===== src/design/oaht_pkg.sv =====
// Package for the open-address hash table: widths, slot codes, kinds, status codes.
// No dependencies.
`timescale 1ns / 1ps
package oaht_pkg;
    localparam int MAX_SLOTS = 1024;
    localparam int KEY_BITS  = 32;
    localparam int IDX_W     = $clog2(MAX_SLOTS);
    localparam int CNT_W     = IDX_W + 1;
    localparam int MAG_W     = KEY_BITS;

    localparam logic [1:0] SLOT_EMPTY    = 2'd0;
    localparam logic [1:0] SLOT_OCCUPIED = 2'd1;
    localparam logic [1:0] SLOT_DELETED  = 2'd2;

    localparam logic [1:0] KIND_INSERT = 2'd0;
    localparam logic [1:0] KIND_DELETE = 2'd2;

    localparam logic [1:0] ST_DONE     = 2'd0;
    localparam logic [1:0] ST_NOTFOUND = 2'd1;
    localparam logic [1:0] ST_FULL     = 2'd2;

    localparam logic [0:0] CFG_SIZE = 1'b0;
    localparam logic [0:0] CFG_STEP = 1'b1;

    typedef struct packed {
        logic             start;
        logic [MAG_W-1:0] dividend;
        logic [CNT_W-1:0] divisor;
    } t_mod_req;
endpackage


===== src/design/oaht_mod.sv =====
// Iterative restoring remainder unit, one quotient bit per cycle.
// Depends on oaht_pkg.
`timescale 1ns / 1ps
module oaht_mod import oaht_pkg::*; (
    input  logic             i_clk,
    input  logic             i_rst_n,
    input  t_mod_req         i_req,
    output logic             o_done,
    output logic [CNT_W-1:0] o_rem
);
    localparam int STEP_W = $clog2(MAG_W + 1);
    logic [MAG_W-1:0]  r_num, n_num;
    logic [CNT_W:0]    r_rem, n_rem;
    logic [CNT_W-1:0]  r_div;
    logic [STEP_W-1:0] r_left, n_left;
    logic              r_busy, n_busy, r_done, n_done;
    logic [CNT_W:0]    w_sh;

    always_comb begin
        n_num = r_num; n_rem = r_rem; n_left = r_left; n_busy = r_busy; n_done = 1'b0;
        w_sh = {r_rem[CNT_W-1:0], r_num[MAG_W-1]};
        if (i_req.start) begin
            n_num = i_req.dividend; n_rem = '0;
            n_left = STEP_W'(MAG_W); n_busy = 1'b1;
        end else if (r_busy) begin
            n_num = {r_num[MAG_W-2:0], 1'b0};
            n_rem = (w_sh >= {1'b0, r_div}) ? w_sh - {1'b0, r_div} : w_sh;
            n_left = r_left - 1'b1;
            if (r_left == STEP_W'(1)) begin
                n_busy = 1'b0; n_done = 1'b1;
            end
        end
    end

    always_ff @(posedge i_clk) begin
        if (!i_rst_n) begin
            r_busy <= 1'b0; r_done <= 1'b0;
        end else begin
            r_busy <= n_busy; r_done <= n_done;
        end
        r_num <= n_num; r_rem <= n_rem; r_left <= n_left;
        if (i_req.start) r_div <= i_req.divisor;
    end

    assign o_done = r_done;
    assign o_rem  = r_rem[CNT_W-1:0];
endmodule


===== config.mk =====
export PLATFORM = sky130hd
export DESIGN_NAME = oaht_mod
export DESIGN_NICKNAME = d
export VERILOG_FILES = /design/src/design/oaht_pkg.sv /design/src/design/oaht_mod.sv
export SDC_FILE = /design/constraint.sdc
export NUM_CORES = 1
export LEC_CHECK = 0
export BUFFER_PORTS_ARGS = -buffer_cell sky130_fd_sc_hd__buf_2
export CELL_PAD_IN_SITES_DETAIL_PLACEMENT = 0
export CELL_PAD_IN_SITES_GLOBAL_PLACEMENT = 2
export CORE_ASPECT_RATIO = 0.75
export CORE_UTILIZATION = 33
export CTS_CLUSTER_DIAMETER = 100
export DETAILED_ROUTE_END_ITERATION = 8
export GPL_ROUTABILITY_DRIVEN = 1
export GPL_TIMING_DRIVEN = 1
export PLACE_DENSITY = 0.83
export SLEW_MARGIN = 40
export SYNTH_ARGS = -nofsm -noshare
export SYNTH_HDL_FRONTEND = slang
export SYNTH_SLANG_ARGS = --single-unit

===== constraint.sdc =====
create_clock -name i_clk -period 2.3 [get_ports i_clk]
set_input_delay 0.345 -clock i_clk [delete_from_list [all_inputs] [get_ports i_clk]]
set_output_delay 0.345 -clock i_clk [all_outputs]
set_load 0.005 [all_outputs]

==> results of run 1 <==
[final timing paths]
check / cells after the start / end / slack [ns] / start
worst max register to register: 9 / r_rem[7] / -0.09 / r_div[0]
worst min register to register: 2 / r_left[1] / 0.50 / r_left[1]
worst min-delay path: 1 / r_div[3] / 0.19 / i_req[3]
worst max-delay path: 9 / r_rem[7] / -0.09 / r_div[0]
[through the flow]
stage           util  setup TNS, ns  hold slack (ns)
6_report       0.454         -0.165            0.193
5_1_grt        0.454         -0.646            0.180
4_1_cts        0.450         -0.128            0.182
3_5_place_dp   0.411         -0.239            0.491
3_3_place_gp   0.411        -0.0339            0.481
2_1_floorplan      -              0            0.444
[state kept, by name, summed over array words and instances (netlist names)]
signal  count
r_num      32
r_div      11
r_rem      11
r_left      6
o_done      1
r_busy      1
[Yosys cell counts (4+ instances only)]
| library cell | number |
|---|---|
| inv_1 | 16 |
| nor2_1 | 28 |
| mux2_2 | 32 |
| ha_1 | 13 |
| mux2i_1 | 5 |
| a21oi_1 | 9 |
| xnor2_1 | 8 |
| or3_1 | 5 |
| nor3_1 | 5 |
| dfxtp_1 | 19 |
| o21ai_0 | 4 |
| buf_1 | 6 |
| and3_1 | 5 |
| a211oi_1 | 10 |
| nand2_1 | 6 |
| edfxtp_1 | 43 |
[kinds of logic (layout without fill, tap and decap cells)]
logic type / Yosys count / in the layout / synth area share
compound gates: 37 / 37 / 0.0878
buf+inv: 26 / 119 / 0.0343
fa+ha+maj: 14 / 14 / 0.0596
simple gates: 64 / 64 / 0.110
xor+xnor: 10 / 10 / 0.0286
mux: 37 / 37 / 0.134
flops: 62 / 62 / 0.546
[layout by cell type (no fill, tap or decap), drive strengths merged, types with 3 or more instances in the layout]
cell type / count
mux2i: 5
buf: 87
o21ai: 4
edfxtp: 43
clkbuf: 9
or3: 5
nor3: 5
dfxtp: 19
nand2: 6
a21oi: 9
xnor2: 8
ha: 13
bufinv: 3
mux2: 32
nor2: 28
a211oi: 11
inv: 20
and3: 5
[layer usage]
| metal | share of wire | track usage | vias up |
|---|---|---|---|
| li1 | - | - | 1094 |
| met1 | 0.52 | 0.191 | 990 |
| met2 | 0.44 | 0.202 | 34 |
| met3 | 0.033 | 0.0379 | 4 |
| met4 | 0.0077 | 0.0467 | 0 |
| met5 | 0 | 0 | - |
[critical path: stages (launching register included)]
cell	delay (ns)
edfxtp_1	0.38
ha_2	0.21
fa_2	0.34
nand2b_4	0.15
a21oi_2	0.13
o2111a_1	0.26
a211oi_4	0.06
buf_6	0.15
or3_4	0.38
a311oi_2	0.23
[layout make-up]
cell class	count	area [sq um]
Clock buffer	9	225
Multi-Input combinational cell	162	1330
Sequential cell	62	1670
Clock inverter	7	128
Tap cell	128	160
Inverter	16	60.1
Timing Repair Buffer	87	539
Fill cell	853	4940
[power breakdown]
| part | leakage [nW] | internal, W | switching [W] |
|---|---|---|---|
| logic | 1.00 | 0.000335 | 0.000294 |
| clock network | 0.173 | 0.00108 | 0.000530 |
| registers | 0.586 | 0.00132 | 0.0000503 |
| total | 1.76 | 0.00273 | 0.000875 |
[what timing repair did]
item | CTS | global route
buffers inserted | 1 | 1
endpoints found under the setup margin | 6 | 10
resized for setup | 2 | 6
pin swaps | 2 | 7
==> impl_metrics.py, run 1 <==
metrics = {
    "logic_synthesis": {
        "synth-seq-area-share": 0.546,
        "synth.avg_cell_area_sq_um": 12.3,
        "yosys.area.top_type": "edfxtp_1",
        "syn_nets": 310,
        "synthCells": 250,
        "syn_area_sq_um": 3060,
        "ys.warnings.count": 0,
        "ys_async_sr_fraction": 0,
        "ys_ff_latch": 62,
        "ys.flop_type": "edfxtp_1",
        "synth-edff-count": 43,
        "synth_top_cells_by_area": "edfxtp_1 (42%), dfxtp_1 (12%), mux2_2 (12%), ha_1 (5.3%), nor2_1 (3.4%)",
        "ys_types": 42,
        "synth_top_area_share": 0.422,
    },
    "power": {
        "power_density_nw_per_um2": 877,
        "p_leak_nw": 1.76,
        "peakVddDrop_mv": 0.342,
        "total_power_w": 0.00361,
    },
    "die": {
        "rows": 30,
        "io_pins": 58,
        "die_area_sq_um": 9680,
        "dieHeight_microns": 85.4,
        "die_width_microns": 113,
        "start_util": 0.339,
        "core_sq_um": 9050,
    },
    "placed_design": {
        "dpl.cell_count": 453,
        "place.gp.congestion": 0.769,
        "port_buffers": 57,
        "place_ws_ns": -0.0835,
        "place_area_sq_um": 3710,
        "dp_hpwl_microns": 4520,
    },
    "final_layout": {
        "stdcell_count": 471,
        "area_delta_synth_final_pct": 34.2,
        "diodes": 0,
        "drive_gt1_frac": 0.434,
        "post-route-cell-area_sq_um": 4110,
        "finalNetCount": 398,
    },
    "sta": {
        "fin_ws_ns": -0.0869,
        "hold_viol": 0,
        "fmax_mhz": 419,
        "finalMaxSlewViolations": 0,
        "final.min_clock_period_ns": 2.39,
        "rsz0062_at_grt": "true",
        "skew_ns": 0.00540,
        "setup_viol_count_final": 2,
        "relSlewSlack": 0.586,
        "max_slew.worst_pin.slew_ns": 0.612,
        "min_period_over_period": 1.04,
    },
    "worst_setup_path": {
        "critPathCaptureType": "flip-flop",
        "arrival_ns": 2.62,
        "criticalPathCategory": "flip-flop to flip-flop",
        "required_ns": 2.53,
        "crit_path_start_kind": "flip-flop",
        "crit_fanout": 4,
    },
    "drt": {
        "antenna_left": 0,
        "via_per_inst": 4.51,
        "wl_per_cell_microns": 13.7,
        "drt_first_pass_iters": 4,
        "drt_iter0_markers": 61,
        "num_vias": 2122,
        "drc_errors": 0,
        "drt_wl_total_microns": 6450,
    },
    "grt": {
        "grt_pass1_vias": 2107,
        "grt-ovfl-total": 0,
        "antenna_found_initial": 0,
        "grt_start_max_net_pins": 32,
        "grtUsageTotal": 0.136,
        "grt_pass1_wl_microns": 10200,
    },
    "clock_network": {
        "numCtsBuffers": 9,
        "htree_levels": 3,
        "clockRootBuffer": "clkbuf_16",
        "path_clk_slew_ns": 0.06,
        "insertion_delay_ns": 0.32,
        "clock-sinks": 62,
        "cts_hold_buf": 0,
        "cts_tree": "done",
        "cts_max_path_buffers": 2,
    },
    "status": {
        "status": "finished with violations",
        "violations": "negative setup slack",
    },
    "worst_hold_path": {
        "hold_path_class": "input pin to flip-flop",
    },
    "run": {
        "cap_violations": 0,
    },
}
Note: power is estimated with default switching activity, not from simulation.
==> run 2, diff against run 1 <==
--- a/config.mk
+++ b/config.mk
@@ -7,14 +7,15 @@
 export LEC_CHECK = 0
 export BUFFER_PORTS_ARGS = -buffer_cell sky130_fd_sc_hd__buf_2
 export CELL_PAD_IN_SITES_DETAIL_PLACEMENT = 0
-export CELL_PAD_IN_SITES_GLOBAL_PLACEMENT = 2
+export CELL_PAD_IN_SITES_GLOBAL_PLACEMENT = 1
 export CORE_ASPECT_RATIO = 0.75
-export CORE_UTILIZATION = 33
+export CORE_UTILIZATION = 40
 export CTS_CLUSTER_DIAMETER = 100
 export DETAILED_ROUTE_END_ITERATION = 8
 export GPL_ROUTABILITY_DRIVEN = 1
 export GPL_TIMING_DRIVEN = 1
-export PLACE_DENSITY = 0.83
+export PLACE_DENSITY = 0.84
+export REMOVE_ABC_BUFFERS = 1
 export SLEW_MARGIN = 40
 export SYNTH_ARGS = -nofsm -noshare
 export SYNTH_HDL_FRONTEND = slang
==> impl_metrics.py, run 2 (synthesis results as in run 1) <==
metrics = {
    "grt": {
        "grt_pass1_wl_microns": 10100,
        "grtUsageTotal": 0.170,
        "grt_start_max_net_pins": 34,
        "antenna_found_initial": 0,
        "grt_pass1_vias": 2134,
        "grt-ovfl-total": 0,
    },
    "placed_design": {
        "dp_hpwl_microns": 4290,
        "dpl.cell_count": 428,
        "port_buffers": 57,
        "place.gp.congestion": 0.758,
    },
    "worst_hold_path": {
        "hold_start": "i_req[6]",
        "hold_path_class": "input pin to flip-flop",
    },
    "drt": {
        "drt_wl_total_microns": 6280,
        "drc_errors": 0,
        "antenna_left": 0,
        "num_vias": 2218,
        "drt_iter0_markers": 117,
        "wl_met2_microns": 2810,
        "drt_first_pass_iters": 4,
        "top_layer_used": "met4",
        "via_per_inst": 4.97,
        "wl_met1_microns": 3100,
        "wl_met3_microns": 278,
        "wl_per_cell_microns": 14.1,
    },
    "sta": {
        "min_period_over_period": 1.04,
        "rsz0062_at_grt": "true",
        "max_slew.worst_pin.slew_ns": 0.563,
        "relSlewSlack": 0.619,
        "setup_viol_count_final": 3,
        "hold_viol": 0,
        "finalMaxSlewViolations": 0,
        "fin_ws_ns": -0.0852,
        "skew_ns": 0.00823,
        "fmax_mhz": 419,
        "final.min_clock_period_ns": 2.39,
    },
    "power": {
        "p_leak_nw": 1.72,
        "power_density_nw_per_um2": 805,
        "peakVddDrop_mv": 0.350,
        "total_power_w": 0.00325,
    },
    "worst_setup_path": {
        "crit_family": "simple AND/OR/NAND/NOR gates",
        "max_stage_delay_ns": 0.43,
        "crit_fanout": 2,
        "path_cells": "inv_1 > ha_1 > nor2b_4 > o2111a_1 > or3_1 > and3_1 > or3_4 > a311oi_2",
        "required_ns": 2.56,
        "r2r_start": "r_div[1]",
        "critPathCaptureType": "flip-flop",
        "startpoint": "r_div[1]",
        "crit_slowest_cell": "edfxtp_1",
        "crit_buf_inv": 1,
        "criticalPathCategory": "flip-flop to flip-flop",
        "crit_path_start_kind": "flip-flop",
        "arrival_ns": 2.64,
    },
    "final_layout": {
        "finalNetCount": 400,
        "layout_commonest_cell": "buf_2",
        "final_util": 0.548,
        "largest_register_ffs": 32,
        "regMostFlops": "r_num",
        "diodes": 0,
        "drive_gt1_frac": 0.455,
        "reg_top3": "r_num: 32 flops, r_div: 11 flops, r_rem: 11 flops",
        "final_cell_mix": "buf_2 (57), edfxtp_1 (43), mux2_2 (31)",
        "stdcell_count": 446,
        "area_delta_synth_final_pct": 31.9,
    },
    "die": {
        "die_width_microns": 103,
        "io_pins": 58,
        "core_sq_um": 7360,
        "die_area_sq_um": 8010,
        "dieHeight_microns": 77.8,
        "rows": 27,
        "start_util": 0.416,
    },
    "status": {
        "status": "finished with violations",
        "violations": "negative setup slack",
    },
    "clock_network": {
        "htree_levels": 3,
        "insertion_delay_ns": 0.34,
        "cts_hold_buf": 0,
        "clockRootBuffer": "clkbuf_8",
        "cts_max_path_buffers": 2,
        "path_clk_slew_ns": 0.07,
        "cts_tree": "done",
        "numCtsBuffers": 9,
        "clock-sinks": 62,
    },
    "run": {
        "cap_violations": 0,
    },
}
[run 2: cell type report]
class	instances	area, sq um
multi-input cells	162	1370
flip-flops and latches	62	1670
repair buffers	89	551
inverters	16	60.1
well taps	101	126
fillers	676	3330
clock inverters	5	105
clock buffers	11	151
[run 2: worst paths after layout]
path         slack, ns       end  cells after the start
max              -0.09  r_rem[7]                      8
min               0.18  r_div[6]                      1
max reg2reg      -0.09  r_rem[7]                      8
min reg2reg       0.47    o_done                      2
[run 2: routing by layer]
layer | vias up | GRT usage
met1 | 1052 | 0.230
met5 | - | 0
met4 | 0 | 0.0775
met2 | 58 | 0.247
li1 | 1099 | -
met3 | 9 | 0.0541
[run 2: timing repair]
| item | 4_1_cts | 5_1_grt |
|---|---|---|
| endpoints found under the setup margin | 11 | 11 |
| pin swaps | 4 | 2 |
| buffers inserted | 1 | 2 |
| resized for setup | 8 | 13 |
[run 2: worst register-to-register path: stages, from the launching register on]
cell and delay, ns:
edfxtp_1 0.43, inv_1 0.08, ha_1 0.23, nor2b_4 0.13
o2111a_1 0.24, or3_1 0.40, and3_1 0.19, or3_4 0.36
a311oi_2 0.23
[run 2: through the flow]
| stage | hold slack [ns] | setup TNS [ns] | area [sq um] | setup WS [ns] |
|---|---|---|---|---|
| final | 0.176 | -0.207 | 4040 | -0.0852 |
| after global routing | 0.155 | -0.584 | 4040 | -0.149 |
| after CTS | 0.156 | -0.188 | 3970 | -0.0920 |
| after detailed placement | 0.469 | -0.892 | 3680 | -0.211 |
| after global placement | 0.459 | -0.370 | 3680 | -0.119 |
| after floorplan | 0.413 | -1.70 | 3020 | -0.350 |
[run 2: power breakdown]
part	switching (W)	internal (W)
Combinational	0.000312	0.000355
Sequential	0.0000491	0.00132
Clock	0.000437	0.000779
